## src/hw/rtl/rhht_ram.sv

```systemverilog
// Generic single-port synchronous RAM with a registered read.
// Depends on nothing.
`default_nettype none
module rhht_ram #(
    parameter int WIDTH = 8,
    parameter int DEPTH = 16
) (
    input  wire logic                     i_clk,
    input  wire logic                     i_we,
    input  wire logic [$clog2(DEPTH)-1:0] i_addr,
    input  wire logic [WIDTH-1:0]         i_wdata,
    output logic      [WIDTH-1:0]         o_rdata
);

    logic [WIDTH-1:0] r_mem [DEPTH];

    always_ff @(posedge i_clk) begin
        if (i_we) begin
            r_mem[i_addr] <= i_wdata;
        end
        o_rdata <= r_mem[i_addr];
    end

endmodule
`default_nettype wire

```

## config.mk

```make
export PLATFORM = sky130hd
export DESIGN_NAME = rhht_ram
export DESIGN_NICKNAME = d
export VERILOG_FILES = /design/src/hw/rtl/rhht_ram.sv
export SDC_FILE = /design/constraint.sdc
export NUM_CORES = 1
export LEC_CHECK = 0
export BUFFER_PORTS_ARGS = -buffer_cell sky130_fd_sc_hd__buf_2
export CAP_MARGIN = 30
export CORE_ASPECT_RATIO = 0.7
export CORE_MARGIN = 3
export CORE_UTILIZATION = 50
export DETAILED_ROUTE_END_ITERATION = 8
export PLACE_DENSITY_LB_ADDON = 0.05
export SLEW_MARGIN = 20
export SYNTH_ARGS = -nofsm -noshare
export SYNTH_HDL_FRONTEND = slang
export SYNTH_SLANG_ARGS = --single-unit
```

## constraint.sdc

```tcl
create_clock -name i_clk -period 2.3 [get_ports i_clk]
set_clock_uncertainty 0.1 [all_clocks]
set_input_delay 0.69 -clock i_clk [delete_from_list [all_inputs] [get_ports i_clk]]
set_output_delay 0.69 -clock i_clk [all_outputs]
set_load 0.03 [all_outputs]
```

==> flow_summary_export.csv <==
group,metric,value,unit
placed_design,dpl.hpwl,5970,um
clocking,clk_path_buf_depth,2,
routing,detail-route-antenna-nets,0,
floorplanning,core_area,9800,um2
clocking,cts_hold_buf,0,
routing,routed_wire_length_per_instance,22.8,um
routing,routed_via_density,5.61,
sta,worst_pin_slew,0.812,ns
floorplanning,floorplan.io_pins,22,
finish,area_growth_syn_to_layout,21.0,%
clocking,cts_post_setup_buffers_inserted,0,
global_routing,antenna_found_initial,0,
finish,final_layout_size_suffix_gt1_share,37.9,%
floorplanning,placementRows,30,
clocking,cts-resized-gates,0,
clocking,worstSkewPairLatency,0.41,ns
yosys,synth-seq-area-share,79.0,%
yosys,synth_cells,230,
routing,drt_iter0_drc,222,
yosys,syn_nets,244,
yosys,mappedNetlistArea,5070,um2
routing,drt_first_pass_iters,4,
floorplanning,die_width,126,um
critical_path,cpPeakStageDelay,0.51,ns
finish,layout_commonest_cell,"edfxtp_1",
critical_path,timing.critical_path.slowest_stage_cell,"or3b_2",
hold_path,worst_hold_path.num_cells,1,
critical_path,timing.critical_path.from,"i_addr[2]",
global_routing,grt_util_all_layers,18.6,%
run_status,status,"completed",
critical_path,crit_path_max_fanout,8,
global_routing,grt_pass1_wl,15100,um
power_and_ir_drop,power.total,0.00581,W
floorplanning,floorplan.initialDensity,51.7,%
job,drv.max_cap_violation_count,0,
clocking,clock_tree_from_tritoncts,"built",
hold_path,hold_start,"i_wdata[2]",
global_routing,largest_net_degree_at_the_start_of_global_routing,40,
floorplanning,floorplan.die_area,11400,um2
sta,holdWs,0.570,ns
sta,clock.fmax,548,MHz
sta,rsz0062_at_grt,"no",
clocking,clkSlewWorstSetupHoldPaths,0.06,ns
yosys,synth_warnings,0,
sta,setup_total_negative_slack,0,ns
critical_path,reg2regPathDepth,3,
power_and_ir_drop,worst_ir_drop_vdd,521,uV
finish,fillCellCount,693,
global_routing,first_global_vias,2505,
critical_path,crit_arrival,1.85,ns
routing,vias,2408,
critical_path,timing.setup.critical_path_class,"input port to flop",
clocking,root_buffer,"clkbuf_16",
finish,num_antenna_cells,0,
sta,timing.final.hold_violations,0,
finish,fin_area,6130,um2
sta,layout_min_cycle_time,1.82,ns
critical_path,worst_setup_path_start_kind,"input port",
finish,layout.cells.most_common_list,"edfxtp_1 (128), mux4_2 (32), buf_4 (26)",
clocking,cts-buffers-inserted,17,
critical_path,critical_path.reg2reg.startpoint,"r_mem[0][4]",
routing,drt_drc_violations_left,0,
floorplanning,chipHeight,90.2,um
hold_path,min-delay-path-class,"input port to flop",
power_and_ir_drop,cellLeakagePower,2.07,nW
finish,layout.nets,302,
critical_path,path_cells,"buf_2 > or3b_2 > nor3_1 > buf_4",
sta,timing.final.max_slew_violations,0,
yosys,postSynthAreaPerCell,22.0,um2
global_routing,congestion_overflow_gr,0,
placed_design,placed_cell_area,5530,um2
routing,route.final.wire_length,9800,um
sta,max_slew_margin,45.7,%
placed_design,io_buffers,21,
clocking,tritoncts_num_sinks,136,
sta,setup-violations-final,0,
sta,timing.final.crit_share,79.3,%
critical_path,cp-end-kind,"flop",
power_and_ir_drop,pwr_density_cell,947,nW/um2
clocking,htree_num_levels,4,
yosys,ys_ff_latch,136,
placed_design,gp_congestion,0.739,
critical_path,critical_path_required,2.32,ns
yosys,library_cells_used_by_synthesis,18,
## metrics by stage
stage               util, %  std cells  worst slack [ns]
finish                 62.6        429             0.476
global route           62.6        429             0.461
CTS                    62.6        429             0.495
detailed placement     56.4        397            0.0908
global placement       56.4        397            0.0877
floorplan                 -        230            0.0170
## cells by family (layout without fill, tap and decap cells)
kind of cell	Yosys count	after routing	synth area share (%)
buffers and inverters	11	82	1.19
muxes	32	32	14.2
and+or+nand+nor	35	35	3.21
AOI/OAI and AO/OA	16	16	2.37
DFF	136	136	79.0
## layout make-up
| cell class | instances | area [um2] | area share [%] |
|---|---|---|---|
| repair buffers | 50 | 360 | 5.88 |
| flip-flops and latches | 136 | 4000 | 65.3 |
| clock buffers | 18 | 429 | 7.00 |
| well taps | 128 | 160 | 2.61 |
| multi-input cells | 83 | 1000 | 16.4 |
| clock inverters | 14 | 175 | 2.86 |
## layer usage
layer | wire length (um) | global-route usage [%]
met5 | 0 | 0
met1 | 4780 | 28.4
met2 | 4480 | 26.2
met4 | 114 | 6.61
met3 | 426 | 5.11
## worst paths after layout
path / endpoint / slack [ns]
worst max-delay path: r_mem[0][3] / 0.48
worst min-delay path: r_mem[7][2] / 0.57
worst max register to register: o_rdata[4] / 0.87
worst min register to register: o_rdata[1] / 0.58
## state kept, by name, summed over array words and instances, names as in the netlist
name / flops
r_mem: 128
o_rdata: 8
## synth_stat cells
library cell | number | area share, %
clkbuf_1 | 2 | 0.15
nand2b_1 | 2 | 0.25
buf_1 | 4 | 0.30
mux4_2 | 32 | 14
nor3_1 | 4 | 0.40
and2_1 | 1 | 0.12
nand3b_1 | 2 | 0.30
buf_2 | 2 | 0.20
nand3_1 | 1 | 0.099
or3b_2 | 1 | 0.17
nand2_1 | 9 | 0.67
a22oi_1 | 16 | 2.4
nor2_1 | 13 | 0.96
clkbuf_2 | 1 | 0.099
dfxtp_1 | 8 | 3.2
buf_6 | 2 | 0.44
nor2b_1 | 2 | 0.25
edfxtp_1 | 128 | 76
## power breakdown
part | switching (W) | total (W) | internal [W]
clock | 0.00101 | 0.00272 | 0.00171
combinational | 0.000178 | 0.000297 | 0.000120
sequential | 0.0000191 | 0.00279 | 0.00277
## worst max-delay path: cells and delay by family
family                 cells  cell delay (ns)
buffers and inverters      2             0.35
and+or+nand+nor            2             0.80
(Power assumes the default switching activity.)
