File: config.mk
export PLATFORM = sky130hd
export DESIGN_NAME = rhht_ctrl
export DESIGN_NICKNAME = d
export VERILOG_FILES = /design/src/hw/rtl/rhht_pkg.sv /design/src/hw/rtl/rhht_ctrl.sv
export SDC_FILE = /design/constraint.sdc
export NUM_CORES = 1
export LEC_CHECK = 0
export BUFFER_PORTS_ARGS = -buffer_cell sky130_fd_sc_hd__buf_2
export CAP_MARGIN = 0
export CORE_AREA = 8 8 139 141
export CTS_BUF_LIST = sky130_fd_sc_hd__clkbuf_2
export DETAILED_ROUTE_END_ITERATION = 7
export DIE_AREA = 0 0 147 149
export PLACE_DENSITY = 0.88
export SYNTH_ARGS = -nofsm -noshare
export SYNTH_HDL_FRONTEND = slang
export SYNTH_SLANG_ARGS = --single-unit
export TNS_END_PERCENT = 1
File: constraint.sdc
create_clock -name i_clk -period 6.8 [get_ports i_clk]
set_input_delay 1.02 -clock i_clk [delete_from_list [all_inputs] [get_ports i_clk]]
set_output_delay 1.02 -clock i_clk [all_outputs]
set_load 0.005 [all_outputs]
File: src/hw/rtl/rhht_pkg.sv
// Package for the Robin Hood hash table: word types, slot entry layout,
// codes and state encoding. Depends on nothing.
`default_nettype none
package rhht_pkg;

    localparam int SLOTS_DEF  = 256;
    localparam int KEY_BITS   = 32;
    localparam int VALUE_BITS = 32;
    localparam int DIST_BITS  = 8;
    localparam int LIMIT_BITS = 8;
    localparam int LIVE_BITS  = 9;
    localparam logic [LIMIT_BITS-1:0] LIMIT_RESET = 8'd192;

    localparam logic [1:0] KIND_GET     = 2'd0;
    localparam logic [1:0] KIND_SET     = 2'd1;
    localparam logic [1:0] KIND_REMOVE  = 2'd2;
    localparam logic [1:0] KIND_UNKNOWN = 2'd3;

    localparam logic [2:0] STAT_INSERTED  = 3'd0;
    localparam logic [2:0] STAT_UPDATED   = 3'd1;
    localparam logic [2:0] STAT_FOUND     = 3'd2;
    localparam logic [2:0] STAT_NOT_FOUND = 3'd3;
    localparam logic [2:0] STAT_REMOVED   = 3'd4;
    localparam logic [2:0] STAT_REFUSED   = 3'd5;

    localparam logic [1:0] SLOT_FREE = 2'd0;
    localparam logic [1:0] SLOT_LIVE = 2'd1;
    localparam logic [1:0] SLOT_TOMB = 2'd2;

    typedef struct packed {
        logic [1:0]            kind;
        logic [KEY_BITS-1:0]   key;
        logic [VALUE_BITS-1:0] value;
    } t_in_word;

    typedef struct packed {
        logic [2:0]            status;
        logic [VALUE_BITS-1:0] read_value;
        logic [LIVE_BITS-1:0]  live_count;
    } t_out_word;

    typedef struct packed {
        logic [1:0]            status;
        logic [KEY_BITS-1:0]   key;
        logic [VALUE_BITS-1:0] value;
        logic [DIST_BITS-1:0]  probe_len;
    } t_entry;

    typedef enum logic [2:0] {
        ST_CLEAR,
        ST_IDLE,
        ST_HASH,
        ST_READ,
        ST_EVAL,
        ST_DONE
    } t_state;

endpackage
`default_nettype wire

File: src/hw/rtl/rhht_ctrl.sv
// Probe sequencer: hashes the key, walks the slot memory one slot per
// read/evaluate pair and keeps the used and tombstone counts. Uses rhht_pkg.
`default_nettype none
module rhht_ctrl #(
    parameter int SLOTS = rhht_pkg::SLOTS_DEF
) (
    input  wire logic                             i_clk,
    input  wire logic                             i_rst_n,
    input  wire logic                             i_start,
    input  wire rhht_pkg::t_in_word               i_in,
    input  wire logic [rhht_pkg::LIMIT_BITS-1:0]  i_limit,
    output logic                                  o_ready,
    output logic                                  o_res_valid,
    output rhht_pkg::t_out_word                   o_res,
    input  wire logic                             i_res_take,
    output logic                                  o_ram_we,
    output logic [$clog2(SLOTS)-1:0]              o_ram_addr,
    output rhht_pkg::t_entry                      o_ram_wdata,
    input  wire rhht_pkg::t_entry                 i_ram_rdata
);

    localparam int  IW   = $clog2(SLOTS);
    localparam int  CW   = $clog2(SLOTS + 1);
    localparam int  DW   = $clog2(SLOTS + 256) + 1;
    localparam int  LW   = (CW > rhht_pkg::LIMIT_BITS) ? CW : rhht_pkg::LIMIT_BITS;
    localparam int  HW   = $clog2(rhht_pkg::KEY_BITS);
    localparam bit  POW2 = ((SLOTS & (SLOTS - 1)) == 0);
    localparam logic [IW-1:0] LAST = IW'(SLOTS - 1);

    rhht_pkg::t_state                  r_state, n_state;
    logic [IW-1:0]                     r_idx, n_idx;
    logic [CW-1:0]                     r_used, n_used;
    logic [CW-1:0]                     r_tomb, n_tomb;
    logic [CW-1:0]                     r_steps, n_steps;
    logic [DW-1:0]                     r_dist, n_dist;
    logic [HW-1:0]                     r_cnt, n_cnt;
    logic [1:0]                        r_kind, n_kind;
    logic [rhht_pkg::KEY_BITS-1:0]     r_key, n_key;
    logic [rhht_pkg::VALUE_BITS-1:0]   r_val, n_val;
    logic                              r_swapped, n_swapped;
    logic [2:0]                        r_status, n_status;
    logic [rhht_pkg::VALUE_BITS-1:0]   r_rdval, n_rdval;

    logic [IW-1:0]                     idx_next;
    logic [IW:0]                       hash_t;
    logic [rhht_pkg::DIST_BITS-1:0]    dist_sat;
    logic                              refuse;
    logic [31:0]                       live32;

    assign idx_next = (r_idx == LAST) ? '0 : r_idx + 1'b1;
    assign hash_t   = {r_idx, r_key[~r_cnt]};
    assign dist_sat = (r_dist > DW'(255)) ? 8'd255 : r_dist[rhht_pkg::DIST_BITS-1:0];
    assign refuse   = (LW'(r_used) >= LW'(i_limit)) || (r_used >= CW'(SLOTS));
    assign live32   = 32'(r_used) - 32'(r_tomb);

    always_ff @(posedge i_clk) begin
        if (!i_rst_n) begin
            r_state <= rhht_pkg::ST_CLEAR;
            r_idx   <= '0;
            r_used  <= '0;
            r_tomb  <= '0;
        end else begin
            r_state <= n_state;
            r_idx   <= n_idx;
            r_used  <= n_used;
            r_tomb  <= n_tomb;
        end
        r_steps   <= n_steps;
        r_dist    <= n_dist;
        r_cnt     <= n_cnt;
        r_kind    <= n_kind;
        r_key     <= n_key;
        r_val     <= n_val;
        r_swapped <= n_swapped;
        r_status  <= n_status;
        r_rdval   <= n_rdval;
    end

    // Next state and the registers that follow it.
    always_comb begin
        rhht_pkg::t_entry d;
        d         = i_ram_rdata;
        n_state   = r_state;
        n_idx     = r_idx;
        n_used    = r_used;
        n_tomb    = r_tomb;
        n_steps   = r_steps;
        n_dist    = r_dist;
        n_cnt     = r_cnt;
        n_kind    = r_kind;
        n_key     = r_key;
        n_val     = r_val;
        n_swapped = r_swapped;
        n_status  = r_status;
        n_rdval   = r_rdval;
        case (r_state)
            rhht_pkg::ST_CLEAR: begin
                n_idx = idx_next;
                if (r_idx == LAST) begin
                    n_state = rhht_pkg::ST_IDLE;
                end
            end
            rhht_pkg::ST_IDLE: begin
                if (i_start) begin
                    n_kind    = i_in.kind;
                    n_key     = i_in.key;
                    n_val     = i_in.value;
                    n_idx     = '0;
                    n_cnt     = '0;
                    n_steps   = '0;
                    n_dist    = '0;
                    n_swapped = 1'b0;
                    n_rdval   = '0;
                    n_status  = rhht_pkg::STAT_NOT_FOUND;
                    n_state   = rhht_pkg::ST_HASH;
                    if (i_in.kind == rhht_pkg::KIND_SET && refuse) begin
                        n_status = rhht_pkg::STAT_REFUSED;
                        n_state  = rhht_pkg::ST_DONE;
                    end else if (i_in.kind == rhht_pkg::KIND_REMOVE && r_used == '0) begin
                        n_state = rhht_pkg::ST_DONE;
                    end else if (i_in.kind != rhht_pkg::KIND_GET &&
                                 i_in.kind != rhht_pkg::KIND_SET &&
                                 i_in.kind != rhht_pkg::KIND_REMOVE) begin
                        n_state = rhht_pkg::ST_DONE;
                    end
                end
            end
            rhht_pkg::ST_HASH: begin
                if (POW2) begin
                    n_idx   = r_key[IW-1:0];
                    n_state = rhht_pkg::ST_READ;
                end else begin
                    // One key bit per cycle, most significant first.
                    if (hash_t >= (IW+1)'(SLOTS)) begin
                        n_idx = IW'(hash_t - (IW+1)'(SLOTS));
                    end else begin
                        n_idx = IW'(hash_t);
                    end
                    n_cnt = r_cnt + 1'b1;
                    if (r_cnt == HW'(rhht_pkg::KEY_BITS - 1)) begin
                        n_state = rhht_pkg::ST_READ;
                    end
                end
            end
            rhht_pkg::ST_READ: begin
                if (r_steps == CW'(SLOTS)) begin
                    n_status = (r_kind == rhht_pkg::KIND_SET) ?
                               rhht_pkg::STAT_REFUSED : rhht_pkg::STAT_NOT_FOUND;
                    n_state  = rhht_pkg::ST_DONE;
                end else begin
                    n_state = rhht_pkg::ST_EVAL;
                end
            end
            rhht_pkg::ST_EVAL: begin
                n_state = rhht_pkg::ST_READ;
                n_idx   = idx_next;
                n_steps = r_steps + 1'b1;
                n_dist  = r_dist + 1'b1;
                if (r_kind == rhht_pkg::KIND_SET) begin
                    if (d.status != rhht_pkg::SLOT_LIVE) begin
                        n_idx    = r_idx;
                        n_status = rhht_pkg::STAT_INSERTED;
                        n_state  = rhht_pkg::ST_DONE;
                        if (d.status == rhht_pkg::SLOT_FREE) begin
                            n_used = r_used + 1'b1;
                        end else if (r_tomb != '0) begin
                            n_tomb = r_tomb - 1'b1;
                        end
                    end else if (d.key == r_key) begin
                        n_idx    = r_idx;
                        n_status = r_swapped ? rhht_pkg::STAT_INSERTED
                                             : rhht_pkg::STAT_UPDATED;
                        n_state  = rhht_pkg::ST_DONE;
                    end else if (DW'(d.probe_len) < r_dist) begin
                        // Evict the richer resident and carry it onward.
                        n_key     = d.key;
                        n_val     = d.value;
                        n_dist    = DW'(d.probe_len) + 1'b1;
                        n_swapped = 1'b1;
                    end
                end else begin
                    if (d.status == rhht_pkg::SLOT_LIVE && d.key == r_key) begin
                        n_idx   = r_idx;
                        n_state = rhht_pkg::ST_DONE;
                        if (r_kind == rhht_pkg::KIND_REMOVE) begin
                            n_tomb   = r_tomb + 1'b1;
                            n_status = rhht_pkg::STAT_REMOVED;
                        end else begin
                            n_status = rhht_pkg::STAT_FOUND;
                            n_rdval  = d.value;
                        end
                    end else if (d.status == rhht_pkg::SLOT_FREE) begin
                        n_idx   = r_idx;
                        n_state = rhht_pkg::ST_DONE;
                    end
                end
            end
            rhht_pkg::ST_DONE: begin
                if (i_res_take) begin
                    n_state = rhht_pkg::ST_IDLE;
                end
            end
            default: begin
                n_state = rhht_pkg::ST_IDLE;
            end
        endcase
    end

    // Memory port and handshake outputs.
    always_comb begin
        rhht_pkg::t_entry d;
        d                 = i_ram_rdata;
        o_ram_we          = 1'b0;
        o_ram_addr        = r_idx;
        o_ram_wdata       = d;
        o_ready           = (r_state == rhht_pkg::ST_IDLE);
        o_res_valid       = (r_state == rhht_pkg::ST_DONE);
        o_res.status      = r_status;
        o_res.read_value  = r_rdval;
        o_res.live_count  = live32[rhht_pkg::LIVE_BITS-1:0];
        case (r_state)
            rhht_pkg::ST_CLEAR: begin
                o_ram_we    = 1'b1;
                o_ram_wdata = '0;
            end
            rhht_pkg::ST_EVAL: begin
                if (r_kind == rhht_pkg::KIND_SET) begin
                    if (d.status != rhht_pkg::SLOT_LIVE ||
                        (d.key != r_key && DW'(d.probe_len) < r_dist)) begin
                        o_ram_we = 1'b1;
                        o_ram_wdata.status    = rhht_pkg::SLOT_LIVE;
                        o_ram_wdata.key       = r_key;
                        o_ram_wdata.value     = r_val;
                        o_ram_wdata.probe_len = dist_sat;
                    end else if (d.key == r_key) begin
                        o_ram_we = 1'b1;
                        o_ram_wdata.value     = r_val;
                        o_ram_wdata.probe_len = dist_sat;
                    end
                end else if (r_kind == rhht_pkg::KIND_REMOVE &&
                             d.status == rhht_pkg::SLOT_LIVE && d.key == r_key) begin
                    o_ram_we = 1'b1;
                    o_ram_wdata.status = rhht_pkg::SLOT_TOMB;
                    o_ram_wdata.value  = '0;
                end
            end
            default: begin
                o_ram_we = 1'b0;
            end
        endcase
    end

`ifndef SYNTH
    a_tomb_le_used: assert property (@(posedge i_clk) disable iff (!i_rst_n)
        r_tomb <= r_used) else $error("tombstone count above used count");
    a_used_bound: assert property (@(posedge i_clk) disable iff (!i_rst_n)
        r_used <= CW'(SLOTS)) else $error("used count above slot count");
    a_no_accept_in_clear: assert property (@(posedge i_clk) disable iff (!i_rst_n)
        r_state == rhht_pkg::ST_CLEAR |-> !o_ready) else $error("ready during clear");
    a_insert_grows: assert property (@(posedge i_clk) disable iff (!i_rst_n)
        r_state == rhht_pkg::ST_EVAL && r_kind == rhht_pkg::KIND_SET &&
        i_ram_rdata.status == rhht_pkg::SLOT_FREE |=> r_used == $past(r_used) + 1'b1)
        else $error("insert into free slot did not count");
`endif

endmodule
`default_nettype wire

==> flow_summary.toml <==
[sta]
finalSetupTns_ps = 0
rsz0062_at_grt = "false"
period_share_pct = 73.61
hold_viol_final = 0
setup_violations = 0
max_freq_mhz = 199.8
relSlewSlack_pct = 21.27
fin_skew_ps = 40.17
worst_pin_slew_ps = 1181
drv_slew = 0
period_minus_slack_ps = 5005

[setup_path]
path_buf_inv = 1
r2r_start = "r_state[1]"
reg2reg_depth = 4
endpoint_kind = "output pin"
path_class = "reg2out"
r2r_slack_ps = 3150
critPathMaxStageDelay_ps = 930
crit_family = "simple AND/OR/NAND/NOR gates"
critPathLaunchType = "flop"
crit_fanout = 32
r2r_end = "r_key[30]"
arrival_ps = 3990
crit_chain = "xor2_1 -> nor4_1 -> nand4_1 -> nor3_4 -> or3_1 -> a32o_1 -> buf_2"
critPathSlowestCell = "or3_1"
required_ps = 5780

[routing]
viasPerCell = 5.718
drt-pass1-iter-count = 7
postRouteAntennaNets = 0
routedWlPerCell_um = 19.13
drc = 0
wirelength_um = 26690
vias = 7976
first_iter_violations = 516

[floorplan]
die_y_um = 149
rows = 48
start_util_pct = 53.43
die_w_um = 147
core_area_um2 = 17060
ioPinCount = 281
die_area_um2 = 21900

[final_layout]
final_cell_mix = "280 x buf_2, 140 x nand2_1, 121 x edfxtp_1"
area_growth_pct = 19.39
fin_area_um2 = 10880
post_route_cells_drive_above_1_share_pct = 30.27
num-nets-final = 1347
fin_util_pct = 63.78
mostFrequentLayoutCell = "buf_2"

[hold_path]
hp-start = "i_in[65]"
min_to = "r_kind[1]"
hold_depth = 1
hp-class = "in2reg"

[clocking]
clk_path_buf_depth = 2
cts_tree = "yes"
postCtsSetupBuffers = 0
hold_buffers = 0
numCtsBuffers = 17
numClockSinks = 150
ctsResizeCount = 0
cts-htree-levels = 4
clk_latency_ps = 780
path_clk_slew_ps = 280
root_buffer = "clkbuf_2"

[logic_synthesis]
yosysSeqAreaShare_pct = 46.24
synthesis.area_um2 = 9112
ys_types = 66
async_flop_share_pct = 0
yosysWarnings = 0
ys_ff_latch = 150
avgSynthCellArea_um2 = 10.19
syn_nets = 1088
synth_enable_flop_cells = 121
synthCells = 894
ys.flop_type = "edfxtp_1"

[power_and_ir_drop]
ir_drop_uv = 107.7
powerDensity_nw_per_um2 = 148.9
p_total_w = 0.001620
p_leak_nw = 5.062

[placement]
gp_congestion = 0.8788
dp.final_hpwl_um = 19880
dpl-instance-area_um2 = 10620
port_buffers = 280

[global_route]
overflow = 0
grt_usage_pct = 23.61
grt_max_degree = 90
grt_pass1_wl_um = 41740
antenna_found_initial = 4
grt_pass1_vias = 8083

[run]
drv_cap = 0

[run_status]
outcome = "finished clean"
[per-stage QoR]
step	hold WS [ps]	worst slack (ps)	std cells
after global placement	506.0	2017	1359
after global routing	416.3	1584	1394
after floorplan	476.6	998.4	894
after detailed placement	521.8	1986	1359
final	471.0	1795	1395
after CTS	411.0	1793	1391
[logic make-up (layout without fill, tap and decap cells)]
kind of cell | Yosys count | count (layout) | share of synthesized area, %
buffers and inverters | 86 | 358 | 4.407
other | 0 | 4 | 0
xor gates and xnor gates | 76 | 76 | 7.305
and+or+nand+nor | 332 | 332 | 17.85
adders and majority gates | 42 | 42 | 5.932
DFF | 150 | 150 | 46.24
AOI/OAI and AO/OA | 200 | 200 | 17.36
muxes | 8 | 8 | 0.9062
[synth_stat cells (12+ instances only)]
library cell | number | area share, %
clkbuf_1 | 25 | 1.0
o21ai_0 | 21 | 1.2
nor2_1 | 54 | 2.2
nand3_1 | 24 | 1.3
a32o_1 | 33 | 3.6
a21oi_1 | 18 | 0.99
nor3_1 | 12 | 0.66
edfxtp_1 | 121 | 40
a22o_1 | 40 | 3.8
nand2_1 | 141 | 5.8
inv_1 | 35 | 1.4
a21o_1 | 37 | 3.0
ha_1 | 40 | 5.5
and2_1 | 34 | 2.3
xnor2_1 | 24 | 2.3
xor2_1 | 52 | 5.0
dfxtp_1 | 29 | 6.4
[final cells by class]
type | instances | area, µm²
Antenna cell | 4 | 10.01
Tap cell | 225 | 281.5
Timing Repair Buffer | 287 | 1454
Fill cell | 1362 | 6177
Clock buffer | 17 | 85.08
Sequential cell | 150 | 4214
Multi-Input combinational cell | 658 | 4527
Inverter | 39 | 146.4
Clock inverter | 15 | 161.4
[flip-flops by register name, summed over array words and instances, names as in the netlist]
signal	count
o_ram_addr	8
r_dist	10
r_key	32
r_kind	2
r_rdval	32
r_state	3
r_status	3
r_steps	9
r_swapped	1
r_tomb	9
r_used	9
r_val	32
[power breakdown]
group          switching, W  internal, W  total [W]
combinational     0.0000591    0.0000566   0.000116
clock              0.000393     0.000122   0.000516
sequential       0.00000197     0.000986   0.000988
[worst max-delay path by stage]
stage | from | end | cells past startpoint
after floorplan | i_ram_rdata[70] | r_rdval[0] | 6
after global placement | i_ram_rdata[67] | o_ram_wdata[43] | 8
after detailed placement | i_ram_rdata[67] | o_ram_wdata[43] | 8
after CTS | r_key[27] | o_ram_wdata[43] | 7
after global routing | r_key[27] | o_ram_wdata[56] | 7
final | r_key[27] | o_ram_wdata[67] | 7
[layer usage]
layer  share of wire [%]  up-vias  wire length, µm  track usage [%]
met5                   0        -                0                0
met4                 2.1        0              563            8.465
met3                 9.1       37             2420            6.250
met2                  49      405            13030            39.31
met1                  40     3749            10680            29.15
li1                    -     3785                -                -
No activity file was read; power rests on OpenSTA's default activity.
